$ cat src/rtl/mfr_pkg.sv
// Package with the shared types and constants of the meter frame receiver.
`timescale 1ns / 1ps
`default_nettype none

package mfr_pkg;

  // Control characters of the meter link.
  localparam logic [7:0] CHAR_CR  = 8'h0d;
  localparam logic [7:0] CHAR_LF  = 8'h0a;
  localparam logic [7:0] CHAR_STX = 8'h02;
  localparam logic [7:0] CHAR_ETX = 8'h03;
  localparam logic [7:0] CHAR_ACK = 8'h06;
  localparam logic [7:0] CHAR_NAK = 8'h15;

  // Result field widths.
  localparam int unsigned LEN_W = 9;
  localparam int unsigned BCC_W = 7;
  localparam logic [LEN_W-1:0] LEN_MAX = 9'd511;

  // Configuration register indexes.
  localparam logic [1:0] CFG_FRAME_MODE     = 2'd0;
  localparam logic [1:0] CFG_LEAD_BYTE      = 2'd1;
  localparam logic [1:0] CFG_ACCEPT_ACK_NAK = 2'd2;
  localparam logic [1:0] CFG_CHECK_BCC      = 2'd3;

  // Input operation codes.
  localparam logic OP_RECEIVE = 1'b0;
  localparam logic OP_CLEAR   = 1'b1;

  // Frame mode codes.
  localparam logic MODE_LINE = 1'b0;
  localparam logic MODE_PROG = 1'b1;

  typedef enum logic [1:0] {
    KIND_LINE = 2'd0,
    KIND_PROG = 2'd1,
    KIND_ACK  = 2'd2,
    KIND_NAK  = 2'd3
  } frame_kind_e;

  typedef struct packed {
    logic       frame_mode;
    logic [7:0] lead_byte;
    logic       accept_ack_nak;
    logic       check_bcc;
  } mfr_cfg_t;

  typedef struct packed {
    logic              frame_done;
    frame_kind_e       frame_kind;
    logic [LEN_W-1:0]  frame_length;
    logic              bcc_ok;
    logic [BCC_W-1:0]  bcc_value;
  } mfr_result_t;

endpackage

`default_nettype wire

$ cat src/rtl/mfr_ram.sv
// Generic single-write, single-read RAM with a registered read port.
`timescale 1ns / 1ps
`default_nettype none

module mfr_ram #(
  parameter int unsigned WIDTH = 8,
  parameter int unsigned DEPTH = 256
) (
  input  wire logic                     clk_i,
  input  wire logic                     we_i,
  input  wire logic [$clog2(DEPTH)-1:0] waddr_i,
  input  wire logic [WIDTH-1:0]         wdata_i,
  input  wire logic [$clog2(DEPTH)-1:0] raddr_i,
  output logic      [WIDTH-1:0]         rdata_o
);

  logic [WIDTH-1:0] mem_q [DEPTH];

  // Write port.
  always_ff @(posedge clk_i) begin
    if (we_i) begin
      mem_q[waddr_i] <= wdata_i;
    end
  end

  // Registered read port; returns the old contents on a same-address write.
  always_ff @(posedge clk_i) begin
    rdata_o <= mem_q[raddr_i];
  end

endmodule

`default_nettype wire

$ cat src/rtl/mfr_window.sv
// Sliding byte window, running block check and frame end detection.
`timescale 1ns / 1ps
`default_nettype none

module mfr_window #(
  parameter int unsigned WINDOW_DEPTH = 256
) (
  input  wire logic                clk_i,
  input  wire logic                rst_ni,
  input  wire logic                step_i,
  input  wire logic                op_i,
  input  wire logic [7:0]          rx_byte_i,
  input  wire mfr_pkg::mfr_cfg_t   cfg_i,
  output mfr_pkg::mfr_result_t     result_o
);

  localparam int unsigned AW = $clog2(WINDOW_DEPTH);
  localparam int unsigned FW = $clog2(WINDOW_DEPTH + 1);
  localparam int unsigned LW = (FW > mfr_pkg::LEN_W) ? FW : mfr_pkg::LEN_W;
  localparam int unsigned BW = mfr_pkg::BCC_W;

  // Window state.
  logic [AW-1:0] head_q, head_d;
  logic [AW-1:0] rdp_q, rdp_d;
  logic [FW-1:0] fill_q, fill_d;
  logic [BW-1:0] sum_q, sum_d;
  logic [7:0]    prev_q, prev_d;
  logic [7:0]    first_q, first_d;
  logic [7:0]    second_q, second_d;
  logic          byp_q;
  logic [7:0]    byp_data_q;
  logic [7:0]    rdata;
  logic [7:0]    third;
  logic          ram_we;

  // Per-byte working values.
  logic          full;
  logic [FW-1:0] fill_a;
  logic [BW-1:0] sum_a;
  logic [BW-1:0] sum_b;
  logic [FW-1:0] len;
  logic [LW-1:0] len_x;
  logic [7:0]    first;
  logic [BW-1:0] bcc;
  logic          done;
  mfr_pkg::frame_kind_e kind;
  logic [AW-1:0] head_inc;
  logic [AW-1:0] rdp_inc;

  assign ram_we = step_i && (op_i == mfr_pkg::OP_RECEIVE);

  // The ring read port always prefetches the third-oldest byte of the window.
  mfr_ram #(
    .WIDTH(8),
    .DEPTH(WINDOW_DEPTH)
  ) u_ring (
    .clk_i  (clk_i),
    .we_i   (ram_we),
    .waddr_i(head_q),
    .wdata_i(rx_byte_i),
    .raddr_i(rdp_d),
    .rdata_o(rdata)
  );

  // Forward a byte written to the prefetch address in the same cycle.
  always_ff @(posedge clk_i) begin
    byp_q      <= ram_we && (head_q == rdp_d);
    byp_data_q <= rx_byte_i;
  end

  assign third = byp_q ? byp_data_q : rdata;

  assign head_inc = (head_q == AW'(WINDOW_DEPTH - 1)) ? '0 : head_q + 1'b1;
  assign rdp_inc  = (rdp_q == AW'(WINDOW_DEPTH - 1)) ? '0 : rdp_q + 1'b1;

  // Window update: drop the oldest byte when full, then take the new one.
  always_comb begin
    full   = (fill_q == FW'(WINDOW_DEPTH));
    fill_a = full ? FW'(WINDOW_DEPTH - 1) : fill_q;
    sum_a  = full ? (sum_q - second_q[BW-1:0]) : sum_q;
    sum_b  = (fill_a != '0) ? (sum_a + rx_byte_i[BW-1:0]) : sum_a;
    len    = fill_a + 1'b1;
    len_x  = LW'(len);
    if (fill_q == '0) begin
      first = rx_byte_i;
    end else if (full) begin
      first = second_q;
    end else begin
      first = first_q;
    end
    bcc = (fill_a != '0) ? (sum_b - rx_byte_i[BW-1:0]) : '0;
  end

  // Frame end detection for both modes.
  always_comb begin
    done = 1'b0;
    kind = mfr_pkg::KIND_LINE;
    if (cfg_i.frame_mode == mfr_pkg::MODE_LINE) begin
      if ((fill_a != '0) && (rx_byte_i == mfr_pkg::CHAR_LF) &&
          (prev_q == mfr_pkg::CHAR_CR)) begin
        done = 1'b1;
      end
    end else if (cfg_i.accept_ack_nak && (fill_a == '0) &&
                 (first == mfr_pkg::CHAR_ACK)) begin
      done = 1'b1;
      kind = mfr_pkg::KIND_ACK;
    end else if (cfg_i.accept_ack_nak && (fill_a == '0) &&
                 (first == mfr_pkg::CHAR_NAK)) begin
      done = 1'b1;
      kind = mfr_pkg::KIND_NAK;
    end else if ((fill_a >= FW'(3)) && (first == cfg_i.lead_byte) &&
                 (prev_q == mfr_pkg::CHAR_ETX)) begin
      done = 1'b1;
      kind = mfr_pkg::KIND_PROG;
    end
  end

  // Result of the current transaction; all zero unless a frame ends.
  always_comb begin
    result_o = '0;
    if ((op_i == mfr_pkg::OP_RECEIVE) && done) begin
      result_o.frame_done   = 1'b1;
      result_o.frame_kind   = kind;
      result_o.frame_length = (len_x > LW'(mfr_pkg::LEN_MAX)) ?
                              mfr_pkg::LEN_MAX : len_x[mfr_pkg::LEN_W-1:0];
      result_o.bcc_value    = bcc;
      if ((kind == mfr_pkg::KIND_ACK) || (kind == mfr_pkg::KIND_NAK) ||
          !cfg_i.check_bcc) begin
        result_o.bcc_ok = 1'b1;
      end else begin
        result_o.bcc_ok = !rx_byte_i[7] && (bcc == rx_byte_i[BW-1:0]);
      end
    end
  end

  // Next state: clear on request or after a frame, otherwise slide.
  always_comb begin
    head_d   = head_q;
    rdp_d    = rdp_q;
    fill_d   = fill_q;
    sum_d    = sum_q;
    prev_d   = prev_q;
    first_d  = first_q;
    second_d = second_q;
    if (step_i) begin
      if ((op_i == mfr_pkg::OP_CLEAR) || done) begin
        head_d = '0;
        rdp_d  = AW'(2);
        fill_d = '0;
        sum_d  = '0;
        prev_d = '0;
      end else begin
        head_d = head_inc;
        fill_d = len;
        sum_d  = sum_b;
        prev_d = rx_byte_i;
        if (fill_q == '0) begin
          first_d = rx_byte_i;
        end
        if (fill_q == FW'(1)) begin
          second_d = rx_byte_i;
        end
        if (full) begin
          first_d  = second_q;
          second_d = third;
          rdp_d    = rdp_inc;
        end
      end
    end
  end

  // Control state.
  always_ff @(posedge clk_i or negedge rst_ni) begin
    if (!rst_ni) begin
      head_q <= '0;
      rdp_q  <= AW'(2);
      fill_q <= '0;
      sum_q  <= '0;
      prev_q <= '0;
    end else begin
      head_q <= head_d;
      rdp_q  <= rdp_d;
      fill_q <= fill_d;
      sum_q  <= sum_d;
      prev_q <= prev_d;
    end
  end

  // Oldest and second-oldest bytes of the window.
  always_ff @(posedge clk_i) begin
    first_q  <= first_d;
    second_q <= second_d;
  end

  // The fill count never exceeds the window depth.
  assert property (@(posedge clk_i) disable iff (!rst_ni)
    fill_q <= FW'(WINDOW_DEPTH))
    else $error("window fill count above depth");

  // A completed frame leaves an empty window behind.
  assert property (@(posedge clk_i) disable iff (!rst_ni)
    step_i && result_o.frame_done |=> (fill_q == '0) && (sum_q == '0))
    else $error("window not cleared after frame end");

  // While the window is empty, head and prefetch pointers sit at their reset values.
  assert property (@(posedge clk_i) disable iff (!rst_ni)
    (fill_q == '0) |-> (head_q == '0) && (rdp_q == AW'(2)))
    else $error("empty window with moved pointers");

endmodule

`default_nettype wire

$ cat src/rtl/meter_frame_receiver_bcc_core.sv
// Top level of the meter frame receiver: handshakes, configuration and registers.
//
// Usage: received bytes enter on the input channel (in_valid_i, in_stall_o,
// op_i, rx_byte_i); op_i set instead clears the window. Every input
// transaction yields exactly one result transaction on the output channel
// (out_valid_o, out_stall_i, frame_done_o, frame_kind_o, frame_length_o,
// bcc_ok_o, bcc_value_o); it is all zero unless the byte ended a frame.
// Configuration is written through cfg_we_i, cfg_index_i and cfg_data_i,
// one register per cycle, while no transaction is in flight.
// A transaction accepted into the input register is evaluated there and,
// once the result register is free, moves into the result register,
// from which it is offered on the output channel.
// Throughput is one transaction per cycle while out_stall_i holds no
// result, limited by the single ring write port and the running-sum update.
// When out_stall_i holds a result, the input register can still take one
// more transaction; after that in_stall_o rises.
// Reset clears the window, the handshake state and sets the registers to
// programming mode, start byte STX, ACK/NAK frames off, block check on.
// The ring memory itself is not cleared: only bytes written since the
// last clear are ever read.
`timescale 1ns / 1ps
`default_nettype none

module meter_frame_receiver_bcc_core #(
  parameter int unsigned WINDOW_DEPTH = 256
) (
  input  wire logic       clk_i,
  input  wire logic       rst_ni,
  // Configuration write port.
  input  wire logic       cfg_we_i,
  input  wire logic [1:0] cfg_index_i,
  input  wire logic [7:0] cfg_data_i,
  // Input channel.
  input  wire logic       in_valid_i,
  output logic            in_stall_o,
  input  wire logic       op_i,
  input  wire logic [7:0] rx_byte_i,
  // Output channel.
  output logic            out_valid_o,
  input  wire logic       out_stall_i,
  output logic            frame_done_o,
  output logic [1:0]      frame_kind_o,
  output logic [8:0]      frame_length_o,
  output logic            bcc_ok_o,
  output logic [6:0]      bcc_value_o
);

  mfr_pkg::mfr_cfg_t    cfg_q, cfg_d;
  mfr_pkg::mfr_result_t result;
  mfr_pkg::mfr_result_t res_q;

  logic       in_valid_q, in_valid_d;
  logic       in_op_q;
  logic [7:0] in_byte_q;
  logic       out_valid_q, out_valid_d;
  logic       in_accept;
  logic       advance;

  // Configuration register writes.
  always_comb begin
    cfg_d = cfg_q;
    if (cfg_we_i) begin
      unique case (cfg_index_i)
        mfr_pkg::CFG_FRAME_MODE:     cfg_d.frame_mode     = cfg_data_i[0];
        mfr_pkg::CFG_LEAD_BYTE:      cfg_d.lead_byte      = cfg_data_i;
        mfr_pkg::CFG_ACCEPT_ACK_NAK: cfg_d.accept_ack_nak = cfg_data_i[0];
        mfr_pkg::CFG_CHECK_BCC:      cfg_d.check_bcc      = cfg_data_i[0];
        default:                     cfg_d = cfg_q;
      endcase
    end
  end

  always_ff @(posedge clk_i or negedge rst_ni) begin
    if (!rst_ni) begin
      cfg_q.frame_mode     <= mfr_pkg::MODE_PROG;
      cfg_q.lead_byte      <= mfr_pkg::CHAR_STX;
      cfg_q.accept_ack_nak <= 1'b0;
      cfg_q.check_bcc      <= 1'b1;
    end else begin
      cfg_q <= cfg_d;
    end
  end

  // Handshake: the input register moves on whenever the result register is free.
  assign advance    = in_valid_q && (!out_valid_q || !out_stall_i);
  assign in_stall_o = in_valid_q && !advance;
  assign in_accept  = in_valid_i && !in_stall_o;

  always_comb begin
    in_valid_d = in_valid_q;
    if (in_accept) begin
      in_valid_d = 1'b1;
    end else if (advance) begin
      in_valid_d = 1'b0;
    end
    out_valid_d = out_valid_q;
    if (advance) begin
      out_valid_d = 1'b1;
    end else if (!out_stall_i) begin
      out_valid_d = 1'b0;
    end
  end

  always_ff @(posedge clk_i or negedge rst_ni) begin
    if (!rst_ni) begin
      in_valid_q  <= 1'b0;
      out_valid_q <= 1'b0;
    end else begin
      in_valid_q  <= in_valid_d;
      out_valid_q <= out_valid_d;
    end
  end

  // Input payload register.
  always_ff @(posedge clk_i) begin
    if (in_accept) begin
      in_op_q   <= op_i;
      in_byte_q <= rx_byte_i;
    end
  end

  // Window and frame evaluation.
  mfr_window #(
    .WINDOW_DEPTH(WINDOW_DEPTH)
  ) u_window (
    .clk_i    (clk_i),
    .rst_ni   (rst_ni),
    .step_i   (advance),
    .op_i     (in_op_q),
    .rx_byte_i(in_byte_q),
    .cfg_i    (cfg_q),
    .result_o (result)
  );

  // Result payload register.
  always_ff @(posedge clk_i) begin
    if (advance) begin
      res_q <= result;
    end
  end

  assign out_valid_o    = out_valid_q;
  assign frame_done_o   = res_q.frame_done;
  assign frame_kind_o   = res_q.frame_kind;
  assign frame_length_o = res_q.frame_length;
  assign bcc_ok_o       = res_q.bcc_ok;
  assign bcc_value_o    = res_q.bcc_value;

  // Every evaluated transaction is presented in the next cycle.
  assert property (@(posedge clk_i) disable iff (!rst_ni)
    advance |=> out_valid_q)
    else $error("evaluated transaction not presented");

  // The input side only stalls behind a held result.
  assert property (@(posedge clk_i) disable iff (!rst_ni)
    in_stall_o |-> in_valid_q && out_valid_q && out_stall_i)
    else $error("input stalled without a held result");

  // A reported frame always has a nonzero length.
  assert property (@(posedge clk_i) disable iff (!rst_ni)
    out_valid_q && res_q.frame_done |-> (res_q.frame_length != '0))
    else $error("completed frame with zero length");

endmodule

`default_nettype wire
$ cat config.mk
export PLATFORM = sky130hd
export DESIGN_NAME = meter_frame_receiver_bcc_core
export DESIGN_NICKNAME = d
export VERILOG_FILES = /design/src/rtl/mfr_pkg.sv /design/src/rtl/mfr_ram.sv /design/src/rtl/mfr_window.sv /design/src/rtl/meter_frame_receiver_bcc_core.sv
export SDC_FILE = /design/constraint.sdc
export NUM_CORES = 2
export LEC_CHECK = 0
export BUFFER_PORTS_ARGS = -buffer_cell sky130_fd_sc_hd__buf_4
export CORE_MARGIN = 2
export CORE_UTILIZATION = 45
export CTS_BUF_LIST = sky130_fd_sc_hd__clkbuf_16
export DETAILED_ROUTE_END_ITERATION = 16
export REMOVE_ABC_BUFFERS = 1
export SLEW_MARGIN = 20
export SYNTH_ARGS = -nofsm -noshare
export SYNTH_HDL_FRONTEND = slang
export SYNTH_HIERARCHICAL = 1
export SYNTH_SLANG_ARGS = --single-unit
$ cat constraint.sdc
create_clock -name clk_i -period 13 [get_ports clk_i]
set_input_delay 3.25 -clock clk_i [delete_from_list [all_inputs] [get_ports clk_i]]
set_output_delay 3.25 -clock clk_i [all_outputs]
set_load 0.02 [all_outputs]
==> impl_results.md <==
- Die Ht: approximately 440 um
- Top cell family by delay on the critical path: compound AO/OA/AOI/OAI gates
- CP cell instances: buf_4 -> a21boi_4 -> nand3_1 -> o21ai_4 -> buf_4 -> mux4_2 -> a22o_1 -> a221oi_1 -> o32ai_1 -> nor3_1 -> nor4_1
- WP data required: roughly 14 ns
- Peak supply drop: about 120 uV
- CP max stage cell: nor3_1
- GRT overflow: 0
- Most frequent cells in the layout: 2,093 x edfxtp_1, 454 x mux4_2, 325 x nor2_1
- Final ANT Viol Nets: 0
- Worst-Margin Slew: 1.16 ns
- WL final: 215 mm
- Number of hold buffers added after cts: 0
- Seq cells post-synth: 2,163
- Initial Utilization: 0.452
- CTS tree: done
- CTS sink count: approximately 2,200
- Worst skew pair latency: 0.86 ns
- Sequential-to-total area share from yosys stat: 0.750
- Stages on worst setup path: 11
- Status: completed
- FF-to-FF End: u_window/u_ring/rdata_o[5]
- Via count: 43,900
- Setup violation total in the final timing report: 0
- Root Buffer: clkbuf_16
- WL per Instance: 29.9 um
- Mean Syn Cell Area: 19.6 um2
- Worst Setup EP: u_window/u_ring/rdata_o[5]
- Final instance area: 96,100 um2
- Synth Warn #: 6
- Fmax: 0.116 GHz
- Final Max Slew Viols: 0
- GRT Util Overall: 0.221
- Arrival @ worst endpoint: 9.27 ns
- First-pass GRT wire length: 311 mm
- Die X: ~440 um
- Setup_tns: 0 ns
- TritonCTS Buffers: 213
- DR pass1 iterations: 7
- Critical path's most frequent cell: buf_4
- Worst Hold Path Cells: 1
- Mapped Area: 86,100 um2
- Worst slew margin: 0.224
- Post-synth cell types: 91
- Routed vias/inst: 6.10
- Commonest register cell after synthesis: edfxtp_1
- Nets: 4,544
- Crit. End Element: register
- Minimum clock period: 8.60 ns
- Leading cell type in the layout, fill and taps excluded: edfxtp_1
- Dpl hpwl: 130 mm
- Fraction of layout cells with a size suffix above 1: 0.211
- IO Pins: 46
- CP Max Fanout: 27
- Placed cell areas: 89,000 um2
- Leak Pwr: 29.4 nW
- CP max stage delay: 0.95 ns
- R2R depth: 16
- Vias in the first global route: 43,000
- Placement row count: 160
- R2R setup slack: 4.80 ns
- Initial antenna violation count: 2
- CORE AREA: 190,000 um2
- Worst reg2reg startpoint: u_window/fill_q[3]
- Post-CTS sizing: 0
- CP Launch Type: input pin
- Initial drt markers: 5,090
- Largest net degree at the start of global routing: between 150 and 200
- Post-synth ARST share: 0.0245
- Maxcap violations: 0
- CTS max path bufs: 3
- Setup Buffers After CTS: 0
- Residual DRC count: 0
- P per Cell Area: 164 nW/um2
- Routability Congestion: 0.822
- EDFF count, synth: ~2,100
- Syn Inst Count: 4,396
- Die area: 195,000 um2
- Critical path class: in -> reg
- Max Clock Skew: 0.0367 ns
- Crit path buf inv count: 2
- H-tree Lvls: 4
- Tcrit/Tclk final: 0.662
- Synth-to-Final Area Change: 11.7%
- CP startpoint: out_stall_i
- HP Class: reg -> reg
- Final Hold Vio Count: 0
- Count of input and output buffers: 45
- Worst-path clk slew: 0.06 ns
- Unrepaired setup endpoints after global routing: false
area by class of cell:
| class | count | area [um2] |
|---|---|---|
| Antenna cell | 4 | 10.0 |
| Inverter | 34 | 128 |
| Clock inverter | 185 | 1650 |
| Tap cell | 2511 | 3140 |
| Fill cell | 15200 | 94100 |
| Timing Repair Buffer | 148 | 1270 |
| Sequential cell | 2163 | 64500 |
| Clock buffer | 214 | 5360 |
| Multi-Input combinational cell | 1934 | 20000 |
registers in the layout, indices dropped and copies added (netlist names), 8 cells and up:
signal and count:
u_window/prev_q 8, u_window/second_q 8, frame_length_o 9, u_window/fill_q 9, u_window/first_q 8, u_window/byp_data_q 8, in_byte_q 8, cfg_q 11
u_window/head_q 8, u_window/rdp_q 8, u_window/u_ring/rdata_o 8, u_window/u_ring/mem_q 2048
power by group:
part,switching [mW],internal (mW),total (mW)
clock,2.64,3.51,6.15
sequential,0.0702,7.71,7.78
combinational,1.12,0.731,1.85
logic make-up after synthesis:
| logic type | Yosys count | share of synthesized area |
|---|---|---|
| compound gates | 546 | 0.0446 |
| xor+xnor | 36 | 0.00382 |
| fa+ha+maj | 26 | 0.00404 |
| buf+inv | 299 | 0.0199 |
| flops | 2163 | 0.750 |
| mux | 625 | 0.139 |
| simple gates | 701 | 0.0385 |
cell usage after synthesis, drive strengths merged, types with 5 or more instances:
library cell  number  area (um2)
edfxtp          2093       62900
a22o              10        87.6
a22oi            134        1010
nand3b             7        65.1
a211oi            23         173
a21o              10        75.1
o211ai            11        82.6
and3              11        68.8
nor4b              5        43.8
dfxtp             17         340
xor2              15         131
nor3b              8        71.3
nand2            111         419
mux2              17         191
a2111oi            8         116
or2                7        43.8
nor4              35         274
nand2b            14        87.6
o22a               6        52.6
o2bb2ai           16         140
nor2b             37         231
ha                23         288
xnor2             20         175
nand4             18         113
a221oi            17         161
inv               33         124
nor2             331        1250
o22ai             30         188
nor3              42         220
and2              10        62.6
dfrtp             49        1230
nand3             54         275
a21oi            123         616
mux4             456       10300
clkbuf           133         499
o21ai             66         330
a31oi              5        37.5
o31ai              6        45.0
o221ai            47         418
mux2i            152        1520
buf              132        1090
o32ai              7        68.8
worst min-delay path by stage:
stage | start | endpoint | slack (ns)
2_1_floorplan | in_valid_q | out_valid_o | 0.44
6_report | in_valid_q | out_valid_o | 0.49
3_5_place_dp | u_window/prev_q[7] | u_window/prev_q[7] | 0.48
3_3_place_gp | in_valid_q | out_valid_o | 0.47
4_1_cts | u_window/prev_q[7] | u_window/prev_q[7] | 0.49
5_1_grt | u_window/prev_q[7] | u_window/prev_q[7] | 0.51
metrics by stage:
step           power, mW  worst slack (ns)  hold WS [ns]  cells  utilization
2_1_floorplan       10.4            -73.85         0.442   4131            -
5_1_grt             16.3              4.36         0.510   7190        0.505
6_report            15.8              4.40         0.495   7193        0.505
3_5_place_dp        9.79              3.61         0.476   6788        0.468
3_3_place_gp        9.77              3.24         0.470   6782        0.468
4_1_cts             15.9              4.51         0.494   7187        0.505
layer usage:
metal | vias up | share of wire | wire length, um | GRT usage
met5 | - | 0 | 0 | 0
li1 | 18300 | - | - | -
met4 | 0 | 0.026 | 5640 | 0.0641
met2 | 1788 | 0.47 | 102000 | 0.346
met1 | 23500 | 0.42 | 91500 | 0.324
met3 | 284 | 0.074 | 16000 | 0.0344
No activity file was read; power rests on OpenSTA's default activity.
